<file path="src/rtl/core/ubis_pkg.sv">
`default_nettype none
package ubis_pkg;

  typedef enum logic [1:0] {
    CMD_START = 2'd0,
    CMD_RX    = 2'd1,
    CMD_IMAGE = 2'd2,
    CMD_TICK  = 2'd3
  } cmd_t;

  typedef enum logic [2:0] {
    PH_IDLE      = 3'd0,
    PH_WAIT_STX  = 3'd1,
    PH_WAIT_ACK  = 3'd2,
    PH_SENDING   = 3'd3,
    PH_WAIT_ECHO = 3'd4
  } phase_t;

  typedef enum logic [1:0] {
    ST_OK       = 2'd0,
    ST_NO_STX   = 2'd1,
    ST_NO_REPLY = 2'd2
  } status_t;

  // work handed from the front to the back
  typedef enum logic [1:0] {
    JOB_HEADER = 2'd0,
    JOB_DATA   = 2'd1,
    JOB_DONE   = 2'd2,
    JOB_FAIL   = 2'd3
  } job_op_t;

  localparam logic KIND_TX     = 1'b0;
  localparam logic KIND_REPORT = 1'b1;

  localparam logic [7:0] BYTE_SOH = 8'h01;
  localparam logic [7:0] BYTE_STX = 8'h02;
  localparam logic [7:0] BYTE_ACK = 8'h06;

  localparam logic [15:0] TIMEOUT_RESET = 16'd100;

  localparam int QUEUE_AW    = 2;
  localparam int QUEUE_DEPTH = 1 << QUEUE_AW;

  typedef struct packed {
    cmd_t        cmd;
    logic [15:0] value;
  } in_item_t;

  typedef struct packed {
    logic        kind;
    logic [7:0]  tx_byte;
    status_t     status;
    logic        last;
  } out_item_t;

  typedef struct packed {
    job_op_t    op;
    logic [7:0] byte_lo;
    logic [7:0] byte_hi;
    status_t    status;
  } job_t;

endpackage
`default_nettype wire

</file>
<file path="src/rtl/core/ubis_front.sv">
`default_nettype none
module ubis_front import ubis_pkg::*; (
  input  wire logic      clk,
  input  wire logic      rst,
  input  wire logic      in_valid,
  output logic           in_stall,
  input  wire in_item_t  in_item,
  input  wire logic      cfg_we,
  input  wire logic [15:0] cfg_wdata,
  input  wire logic      q_full,
  output logic           push,
  output job_t           push_job
);

  phase_t      phase, phase_next;
  logic [15:0] wait_counter, wait_counter_next;
  logic [15:0] image_length, image_length_next;
  logic [15:0] bytes_sent, bytes_sent_next;
  logic [7:0]  running_xor, running_xor_next;
  logic [15:0] timeout_limit;

  logic        accept;
  logic [7:0]  rx;
  logic [15:0] sent_inc;

  assign in_stall = q_full;
  assign accept   = in_valid && !q_full;
  assign rx       = in_item.value[7:0];
  assign sent_inc = bytes_sent + 16'd1;

  always_ff @(posedge clk) begin
    if (rst) begin
      timeout_limit <= TIMEOUT_RESET;
    end else if (cfg_we) begin
      timeout_limit <= cfg_wdata;
    end
  end

  always_ff @(posedge clk) begin
    if (rst) begin
      phase        <= PH_IDLE;
      wait_counter <= '0;
      image_length <= '0;
      bytes_sent   <= '0;
      running_xor  <= '0;
    end else begin
      phase        <= phase_next;
      wait_counter <= wait_counter_next;
      image_length <= image_length_next;
      bytes_sent   <= bytes_sent_next;
      running_xor  <= running_xor_next;
    end
  end

  always_comb begin
    phase_next        = phase;
    wait_counter_next = wait_counter;
    image_length_next = image_length;
    bytes_sent_next   = bytes_sent;
    running_xor_next  = running_xor;
    push              = 1'b0;
    push_job          = '{op: JOB_DATA, byte_lo: 8'h00, byte_hi: 8'h00, status: ST_OK};
    if (accept) begin
      case (in_item.cmd)
        CMD_START: begin
          // restart from scratch, any load in progress is dropped silently
          image_length_next = in_item.value;
          bytes_sent_next   = '0;
          running_xor_next  = '0;
          wait_counter_next = '0;
          phase_next        = PH_WAIT_STX;
        end
        CMD_RX: begin
          if (phase == PH_WAIT_STX && rx == BYTE_STX) begin
            push              = 1'b1;
            push_job.op       = JOB_HEADER;
            push_job.byte_lo  = image_length[7:0];
            push_job.byte_hi  = image_length[15:8];
            wait_counter_next = '0;
            phase_next        = PH_WAIT_ACK;
          end else if (phase == PH_WAIT_ACK && rx == BYTE_ACK) begin
            if (image_length == 16'd0) begin
              wait_counter_next = '0;
              phase_next        = PH_WAIT_ECHO;
            end else begin
              phase_next = PH_SENDING;
            end
          end else if (phase == PH_WAIT_ECHO && rx == running_xor) begin
            push        = 1'b1;
            push_job.op = JOB_DONE;
            phase_next  = PH_IDLE;
          end
        end
        CMD_IMAGE: begin
          if (phase == PH_SENDING) begin
            push             = 1'b1;
            push_job.op      = JOB_DATA;
            push_job.byte_lo = rx;
            running_xor_next = running_xor ^ rx;
            bytes_sent_next  = sent_inc;
            if (sent_inc == image_length) begin
              wait_counter_next = '0;
              phase_next        = PH_WAIT_ECHO;
            end
          end
        end
        CMD_TICK: begin
          if (phase == PH_WAIT_STX || phase == PH_WAIT_ACK || phase == PH_WAIT_ECHO) begin
            if (wait_counter >= timeout_limit) begin
              push            = 1'b1;
              push_job.op     = JOB_FAIL;
              push_job.status = (phase == PH_WAIT_STX) ? ST_NO_STX : ST_NO_REPLY;
              phase_next      = PH_IDLE;
            end else begin
              wait_counter_next = wait_counter + 16'd1;
            end
          end
        end
        default: begin
          phase_next = phase;
        end
      endcase
    end
  end

endmodule
`default_nettype wire

</file>
<file path="src/rtl/core/ubis_queue.sv">
`default_nettype none
module ubis_queue import ubis_pkg::*; (
  input  wire logic clk,
  input  wire logic rst,
  input  wire logic push,
  input  wire job_t push_data,
  output logic      full,
  input  wire logic pop,
  output job_t      pop_data,
  output logic      not_empty
);

  job_t                entries [QUEUE_DEPTH];
  logic [QUEUE_AW-1:0] wr_ptr;
  logic [QUEUE_AW-1:0] rd_ptr;
  logic [QUEUE_AW:0]   count;

  assign full      = (count == (QUEUE_AW + 1)'(QUEUE_DEPTH));
  assign not_empty = (count != '0);
  assign pop_data  = entries[rd_ptr];

  always_ff @(posedge clk) begin
    if (push) begin
      entries[wr_ptr] <= push_data;
    end
  end

  always_ff @(posedge clk) begin
    if (rst) begin
      wr_ptr <= '0;
      rd_ptr <= '0;
      count  <= '0;
    end else begin
      if (push) begin
        wr_ptr <= wr_ptr + 1'b1;
      end
      if (pop) begin
        rd_ptr <= rd_ptr + 1'b1;
      end
      case ({push, pop})
        2'b10:   count <= count + 1'b1;
        2'b01:   count <= count - 1'b1;
        default: count <= count;
      endcase
    end
  end

endmodule
`default_nettype wire

</file>
<file path="src/rtl/core/ubis_back.sv">
`default_nettype none
module ubis_back import ubis_pkg::*; (
  input  wire logic clk,
  input  wire logic rst,
  input  wire logic not_empty,
  input  wire job_t pop_data,
  output logic      pop,
  output logic      out_valid,
  input  wire logic out_stall,
  output out_item_t out_item
);

  job_t       job;
  logic       job_valid;
  logic [1:0] idx;
  logic [1:0] last_idx;
  logic       out_xfer;
  logic       at_last;

  assign out_valid = job_valid;
  assign out_xfer  = job_valid && !out_stall;
  assign at_last   = (idx == last_idx);
  // refill when no job is held, or as soon as the current job has nothing left after this transfer
  assign pop       = not_empty && (!job_valid || (out_xfer && at_last));

  always_comb begin
    out_item = '{kind: KIND_TX, tx_byte: 8'h00, status: ST_OK, last: 1'b0};
    last_idx = 2'd0;
    case (job.op)
      JOB_HEADER: begin
        last_idx = 2'd2;
        case (idx)
          2'd0:    out_item.tx_byte = BYTE_SOH;
          2'd1:    out_item.tx_byte = job.byte_lo;
          default: out_item.tx_byte = job.byte_hi;
        endcase
      end
      JOB_DATA: begin
        out_item.tx_byte = job.byte_lo;
      end
      JOB_DONE: begin
        last_idx = 2'd1;
        if (idx == 2'd0) begin
          out_item.tx_byte = BYTE_ACK;
        end else begin
          out_item.kind = KIND_REPORT;
        end
      end
      default: begin
        out_item.kind   = KIND_REPORT;
        out_item.status = job.status;
      end
    endcase
    out_item.last = (idx == last_idx);
  end

  always_ff @(posedge clk) begin
    if (pop) begin
      job <= pop_data;
    end
  end

  always_ff @(posedge clk) begin
    if (rst) begin
      job_valid <= 1'b0;
      idx       <= '0;
    end else if (pop) begin
      job_valid <= 1'b1;
      idx       <= '0;
    end else if (out_xfer) begin
      if (at_last) begin
        job_valid <= 1'b0;
      end else begin
        idx <= idx + 2'd1;
      end
    end
  end

endmodule
`default_nettype wire

</file>
<file path="src/rtl/core/uart_boot_image_sender_core.sv">
// path: an item that makes a job is pushed into the job queue, then loaded into the
//   back's job register, from which its first result is offered; a stall can hold it
// throughput: one input item per cycle while the 4-entry job queue has room,
//   one result per cycle out while out_stall is low; a job holds up to three results
// reset (rst, synchronous): phase to idle, counters and checksum cleared,
//   timeout_limit back to 100, job queue and output emptied
`default_nettype none
module uart_boot_image_sender_core import ubis_pkg::*; (
  input  wire logic        clk,
  input  wire logic        rst,
  input  wire logic        in_valid,
  output logic             in_stall,
  input  wire in_item_t    in_item,
  output logic             out_valid,
  input  wire logic        out_stall,
  output out_item_t        out_item,
  input  wire logic        cfg_we,
  input  wire logic [15:0] cfg_wdata
);

  logic q_full;
  logic push;
  job_t push_job;
  logic pop;
  job_t pop_data;
  logic not_empty;

  ubis_front u_front (
    .clk       (clk),
    .rst       (rst),
    .in_valid  (in_valid),
    .in_stall  (in_stall),
    .in_item   (in_item),
    .cfg_we    (cfg_we),
    .cfg_wdata (cfg_wdata),
    .q_full    (q_full),
    .push      (push),
    .push_job  (push_job)
  );

  ubis_queue u_queue (
    .clk       (clk),
    .rst       (rst),
    .push      (push),
    .push_data (push_job),
    .full      (q_full),
    .pop       (pop),
    .pop_data  (pop_data),
    .not_empty (not_empty)
  );

  ubis_back u_back (
    .clk       (clk),
    .rst       (rst),
    .not_empty (not_empty),
    .pop_data  (pop_data),
    .pop       (pop),
    .out_valid (out_valid),
    .out_stall (out_stall),
    .out_item  (out_item)
  );

endmodule
`default_nettype wire

</file>
<file path="config.mk">
export PLATFORM = sky130hd
export DESIGN_NAME = uart_boot_image_sender_core
export DESIGN_NICKNAME = d
export VERILOG_FILES = /design/src/rtl/core/ubis_pkg.sv /design/src/rtl/core/ubis_front.sv /design/src/rtl/core/ubis_queue.sv /design/src/rtl/core/ubis_back.sv /design/src/rtl/core/uart_boot_image_sender_core.sv
export SDC_FILE = /design/constraint.sdc
export NUM_CORES = 1
export LEC_CHECK = 0
export BUFFER_PORTS_ARGS = -buffer_cell sky130_fd_sc_hd__buf_4
export CELL_PAD_IN_SITES_DETAIL_PLACEMENT = 1
export CELL_PAD_IN_SITES_GLOBAL_PLACEMENT = 1
export CORE_UTILIZATION = 53
export DETAILED_ROUTE_END_ITERATION = 6
export HOLD_SLACK_MARGIN = 0.08
export PLACE_DENSITY = 0.9
export SETUP_SLACK_MARGIN = 0.15
export SYNTH_ARGS = -nofsm -noshare
export SYNTH_HDL_FRONTEND = slang
export SYNTH_SLANG_ARGS = --single-unit
</file>
<file path="constraint.sdc">
create_clock -name clk -period 7.2 [get_ports clk]
set_clock_uncertainty 0.2 [all_clocks]
set_input_delay 0.72 -clock clk [delete_from_list [all_inputs] [get_ports clk]]
set_output_delay 0.72 -clock clk [all_outputs]
set_load 0.03 [all_outputs]
</file>
# Word-level counts from Yosys, hierarchy flattened
# Memories as Yosys holds them, arrays and structs flattened. A register that Yosys moved wholly into a read port is not among the register bits.
# Cells that the tools add are included.
# W data, S select, Z words.
classes:
  add_sub_neg: 7
  order_cmp: 1
  eq_ne: 26
  muxes: 57
  bitwise: 2
  reduce_logical: 31
ops:
  columns: ["cell", "n"]
  rows:
  - ["$mux W16", 9]
  - ["$pmux W16 S4", 1]
  - ["$pmux W8 S2", 3]
  - ["$add A16 B1 Y16 const B", 2]
  - ["$pmux W16 S2", 1]
  - ["$mux W3", 9]
  - ["$mux W8", 3]
  - ["$pmux W8 S3", 1]
  - ["$mux W2", 10]
  - ["$mux W20", 1]
  - ["$eq A16 B16 Y1", 1]
  - ["$ge A16 B16 Y1", 1]
  - ["$logic_not A16 Y1", 1]
  - ["$mux W1", 13]
  - ["$pmux W3 S4", 1]
  - ["$eq A2 B1 Y1 const B", 4]
  - ["$eq A2 B2 Y1 const B", 4]
  - ["$eq A8 B2 Y1 const B", 1]
  - ["$eq A8 B3 Y1 const B", 1]
  - ["$eq A8 B8 Y1", 1]
  - ["$ne A2 B1 Y1 const B", 4]
  - ["$reduce_bool A2 Y1", 4]
  - ["$xor A8 B8 Y8", 1]
  - ["$logic_and A1 B1 Y1", 7]
  - ["other kinds (26)", 40]
totals:
  ff_bits: 85
  ram_bits: 80
  input_bits: 39
  out_inout_bits: 14
  elab_cells: 136
  n_memories: 1
memory_table:
  columns: ["name", "words", "word_bits", "read_ports", "rd_clocked_by_memory_dff", "write_ports", "line_no", "source"]
  rows:
  - ["u_queue.entries", 4, 20, 1, 1, 1, "ubis_queue.sv:13", "job_t entries [QUEUE_DEPTH];"]

# Logic depth before layout (Yosys ltp)
logic_depth:
  ltp_word: 9
  ltp_mapped: 15
  depth_no_buf: 15

# Cells and area by module
# A second synthesis with hierarchy kept.
hier_totals:
  cells_unflattened: 854
  hier_area_um2: 9128.8
modules_own_cells:
  columns: ["mod", "n_inst", "cells_per_inst", "area_per_inst_um2", "seq_area_each_um2"]
  rows:
  - ["ubis_front", 1, 622, 4784.6, 1501.4]
  - ["ubis_queue", 1, 147, 3311.9, 2582.5]
  - ["ubis_back", 1, 85, 1032.2, 660.6]

# Worst setup path before layout
# Ideal clock, no wire load.
synth_path:
  path_kind: "register to register"
  start: "register, netlist name u_back.job[18]"
  end: "register u_queue.count[2]"
  setup_time_ns: 0.071
  arrival_time_ns: 3.407
  t_required_ns: 6.929
  slack_ns: 3.522
  path_stages_with_launch: 12
  n_path_buf: 1
  period_less_slack_ns: 3.678
  cell_sequence: "edfxtp_1 > clkbuf_1 > o31ai_1 > o31ai_1 > o21a_1 > nor2_1 > ha_1 > inv_1 > fa_1 > xor2_1 > or3_1 > a21oi_1"
synth_via:
  elab_chain_cells: 8
  word_cells_on_any_way: 11
  cone_classes: "4 x eq/ne; 2 x mux; 5 x reduce/logical"
synth_lines:
  columns: ["item", "line_no", "source"]
  rows:
  - ["$eq A2 B2 Y1 or $logic_not A2 Y1 (tied branches)", "ubis_back.sv:29", "case (job.op)"]
  - ["$pmux W2 S2 *", "ubis_back.sv:29", null]
  - ["$eq A2 B2 Y1 *", "ubis_back.sv:22", "assign at_last = (idx == last_idx);"]
  - ["$logic_and A1 B1 Y1 *", "ubis_back.sv:24", "assign pop = not_empty && (!job_valid || (out_xfer && at_last));"]
  - ["$logic_or A1 B1 Y1 *", "ubis_back.sv:24", null]
  - ["$logic_and A1 B1 Y1 *", "ubis_back.sv:24", null]
  - ["net pop", "uart_boot_image_sender_core.sv:24", "logic pop;"]
  - ["$eq A2 B1 Y1 or $eq A2 B2 Y1 (tied branches)", "ubis_queue.sv:40", "case ({push, pop})"]
  - ["$pmux W3 S2 or $reduce_bool A2 Y1 (tied branches)", null, null]
  - ["end signal, assigned", "ubis_queue.sv:41", "2'b10: count <= count + 1'b1;"]
  - ["end signal, assigned", "ubis_queue.sv:42", "2'b01: count <= count - 1'b1;"]
  - ["end signal, assigned", "ubis_queue.sv:43", "default: count <= count;"]
  - ["end, declared", "ubis_queue.sv:16", "logic [QUEUE_AW:0] count;"]
# The timed path passes the listed nets; every way through them passes the cells marked *.
# A chain may end at the register's enable or synchronous reset.

# Worst setup path in the final report
layout_path:
  start: "register, netlist name u_back.job[19]"
  end: "register u_queue.count[2]"
layout_via:
  elab_chain_cells: 8
  word_cells_on_any_way: 11
  cone_classes: "4 x eq/ne; 2 x mux; 5 x reduce/logical"
layout_lines:
  columns: ["item", "line_no"]
  rows:
  - ["$eq A2 B2 Y1 or $logic_not A2 Y1 (tied branches)", "ubis_back.sv:29"]
  - ["$pmux W2 S2 *", "ubis_back.sv:29"]
  - ["$eq A2 B2 Y1 *", "ubis_back.sv:22"]
  - ["$logic_and A1 B1 Y1 *", "ubis_back.sv:24"]
  - ["$logic_or A1 B1 Y1 *", "ubis_back.sv:24"]
  - ["$logic_and A1 B1 Y1 *", "ubis_back.sv:24"]
  - ["net pop", "uart_boot_image_sender_core.sv:24"]
  - ["$eq A2 B1 Y1 or $eq A2 B2 Y1 (tied branches)", "ubis_queue.sv:40"]
  - ["$pmux W3 S2 or $reduce_bool A2 Y1 (tied branches)", null]
# Marks and branches as above.

==> flow_metrics.env <==
export IMPL_synth_edff_count=100
export IMPL_critPathArrivalTime_ns=4.19
export IMPL_hold_buf_count_cts=0
export IMPL_clk_path_buf_depth=2
export IMPL_detail_route_vias_per_cell=6.21
export IMPL_antennaDiodeCount=0
export IMPL_tritoncts_num_sinks=185
export IMPL_swShare=0.319
export IMPL_io_pins=53
export IMPL_route_antenna_remaining_nets=0
export IMPL_ys_warnings_count=0
export IMPL_worst_slew_pin_slew_ns=1.12
export IMPL_maxSlewHeadroom=0.252
export IMPL_mostFrequentLayoutCells="edfxtp_1 (100), nand2_1 (96), nor2_1 (85), dfxtp_1 (85), a21oi_1 (66)"
export IMPL_cts_inserted_buffers=17
export IMPL_hold_path_class="in -> reg"
export IMPL_power_frac_seq=0.458
export IMPL_synth_net_count=949
export IMPL_vdd_ir_drop_max_mv=0.228
export IMPL_fp_row_count=47
export IMPL_hpwlAfterDp_um=16400
export IMPL_p_clk_frac=0.348
export IMPL_synth_cell_type_count=82
export IMPL_postSynthRegisterBits=185
export IMPL_cp_end_kind="flip-flop"
export IMPL_leak_pwr_nw=3.56
export IMPL_finalSetupTns_ns=0
export IMPL_grt_start_max_net_pins=75
export IMPL_synthesis_area_per_instance_um2=10.5
export IMPL_drt_first_iter_violations=526
export IMPL_finalSetupViolations=0
export IMPL_timing_final_hold_violations=0
export IMPL_via_count_of_the_first_global_routing_pass=7044
export IMPL_postSynth_topFlopCell="edfxtp_1"
export IMPL_final_max_slew_viol_count=0
export IMPL_global_route_overflow_total=0
export IMPL_required_ns=7.36
export IMPL_seq_area_frac_synth=0.509
export IMPL_antenna_found_initial=0
export IMPL_comb_power_share=0.193
export IMPL_floorplan_initialDensity=0.550
export IMPL_final_nets=969
export IMPL_drc=0
export IMPL_rsz0062_at_grt="false"
export IMPL_post_synth_inst_count=879
export IMPL_htree_num_levels=4
export IMPL_gpl_final_weighted_congestion=0.829
export IMPL_design_core_area_um2=16800
export IMPL_cap_violations=0
export IMPL_grt_usage=0.283
export IMPL_dr_pass1_iters=5
export IMPL_crit_path_start_kind="flip-flop"
export IMPL_fill_cells=1828
export IMPL_design_die_area_um2=18000
export IMPL_count_of_instances_resized_after_the_clock_tree_is_built=0
export IMPL_final_core_density=0.611
export IMPL_fmax_mhz=248
export IMPL_power_report_internal_total_w=0.00191
export IMPL_fin_crit_sh=0.560
export IMPL_grt_pass1_wl_um=39100
export IMPL_synthesis_area_um2=9250
export IMPL_area_delta_synth_final_pct=11.2
export IMPL_width_of_the_chip_um=134
export IMPL_critical_path_peak_fanout=23
export IMPL_final_common_cell="edfxtp_1"
export IMPL_routedWlPerCell_um=21.4
export IMPL_place_area_um2=9650
export IMPL_vias=7026
export IMPL_insertion_delay_ns=0.44
export IMPL_run_status="completed"
export IMPL_post_route_cells_drive_above_1_share=0.150
export IMPL_timing_setup_critical_path_class="reg -> reg"
export IMPL_clk_pin_slew_ns=0.08
export IMPL_totalWireLength_um=24200
export IMPL_pwr_density_cell_nw_per_um2=272
export IMPL_total_switching_power_w=0.000894
export IMPL_cts_tree="done"
export IMPL_placement_io_buffers=52
export IMPL_synth_async_reset_ratio=0
export IMPL_timing_final_crit_period_ns=4.03
export IMPL_postCtsSetupBuffers=0
export IMPL_dieHeight_um=134
export IMPL_finish_instance_area_um2=10300
export IMPL_clock_root_cell="clkbuf_16"
-- path summary, 6_finish.rpt --
| check | startpoint | to | slack (ns) | cells after the start |
|---|---|---|---|---|
| max | u_back.job[19] | u_queue.count[2] | 3.17 | 10 |
| min | cfg_wdata[5] | u_front.timeout_limit[5] | 0.29 | 3 |
| max reg2reg | u_back.job[19] | u_queue.count[2] | 3.17 | 10 |
| min reg2reg | u_front.timeout_limit[10] | u_front.timeout_limit[10] | 0.30 | 2 |
-- metal layers --
metal  part of all wire  GRT usage  vias up  wire [µm]
met5                  0          0        -          0
met4              0.019     0.0830        0        451
met3              0.045     0.0450       38       1080
met2               0.51      0.493      202      12300
met1               0.43      0.365     3520      10400
li1                   -          -     3266          -
-- cells in the mapped netlist, drive strengths merged, types with 3 or more instances --
cell type	n	share of area
ha	30	0.041
a211oi	3	0.0024
mux2i	16	0.017
and2	5	0.0034
xnor2	24	0.023
or4	4	0.0042
a211o	3	0.0030
mux4	20	0.049
a311oi	4	0.0038
nor3b	4	0.0032
o21ai	38	0.021
a21oi	66	0.036
nand2	96	0.039
nand4	8	0.0054
o211ai	8	0.0070
and4	6	0.0057
nor4	9	0.0068
o21a	3	0.0024
and3	23	0.016
nand3	15	0.0081
nor2	88	0.036
nand3b	12	0.0097
nor3	21	0.012
o311ai	5	0.0055
nand2b	7	0.0047
nor2b	5	0.0034
or3	5	0.0035
dfxtp	85	0.18
clkbuf	29	0.013
xor2	8	0.0076
a31oi	8	0.0054
a22oi	13	0.011
o31ai	14	0.015
buf	22	0.016
edfxtp	100	0.32
inv	34	0.014
-- state kept, by name, indices dropped and copies added, names as in the netlist, 3 cells and up --
name,cells
u_queue.entries,80
u_back.job,20
u_front.bytes_sent,16
u_front.image_length,16
u_front.timeout_limit,16
u_front.wait_counter,16
u_front.running_xor,8
u_front.phase,3
u_queue.count,3
-- cell type report --
| cell class | instances | area [µm²] | share of cell area |
|---|---|---|---|
| Sequential cell | 185 | 4700 | 0.457 |
| Clock inverter | 15 | 209 | 0.0203 |
| Clock buffer | 17 | 425 | 0.0414 |
| Timing Repair Buffer | 55 | 413 | 0.0402 |
| Inverter | 34 | 128 | 0.0124 |
| Multi-Input combinational cell | 606 | 4130 | 0.402 |
| Tap cell | 220 | 275 | 0.0268 |
-- cells by family (layout without fill, tap and decap cells) --
family                   after synthesis  after routing  synth area share
AND/OR/NAND/NOR                      318            318             0.170
AO/OA/AOI/OAI                        187            187             0.134
flip-flops                           185            185             0.509
buffers and inverters                 88            121            0.0459
multiplexers                          38             38            0.0685
XOR/XNOR                              32             32            0.0303
adder cells (fa/ha/maj)               31             31            0.0428
-- critical path, cell delays in order, from the launching register on --
cell and delay (ns):
edfxtp_1 0.60, o31ai_1 0.32, o31ai_1 0.19, o21a_1 0.23
nor2_2 0.82, ha_1 0.36, inv_1 0.09, fa_1 0.43
xor2_1 0.18, or3_1 0.35, a21oi_1 0.18
-- power groups by stage --
stage                     combinational [W]  clock [W]  sequential [W]
final                              0.000541   0.000975         0.00128
after floorplan                    0.000392          0         0.00127
after CTS                          0.000548   0.000983         0.00128
after detailed placement           0.000529          0         0.00131
after global routing               0.000588    0.00102         0.00129
after global placement             0.000493          0         0.00130
-- metrics by stage --
stage,total power (W),setup slack (ns),hold slack (ns),instances
2_1_floorplan,0.00166,3.52,0.244,879
3_3_place_gp,0.00179,3.34,0.273,1100
3_5_place_dp,0.00183,3.06,0.286,1100
4_1_cts,0.00281,3.09,0.286,1132
5_1_grt,0.00290,2.84,0.301,1132
6_report,0.00280,3.17,0.288,1132
No activity file was read; power rests on OpenSTA's default activity.
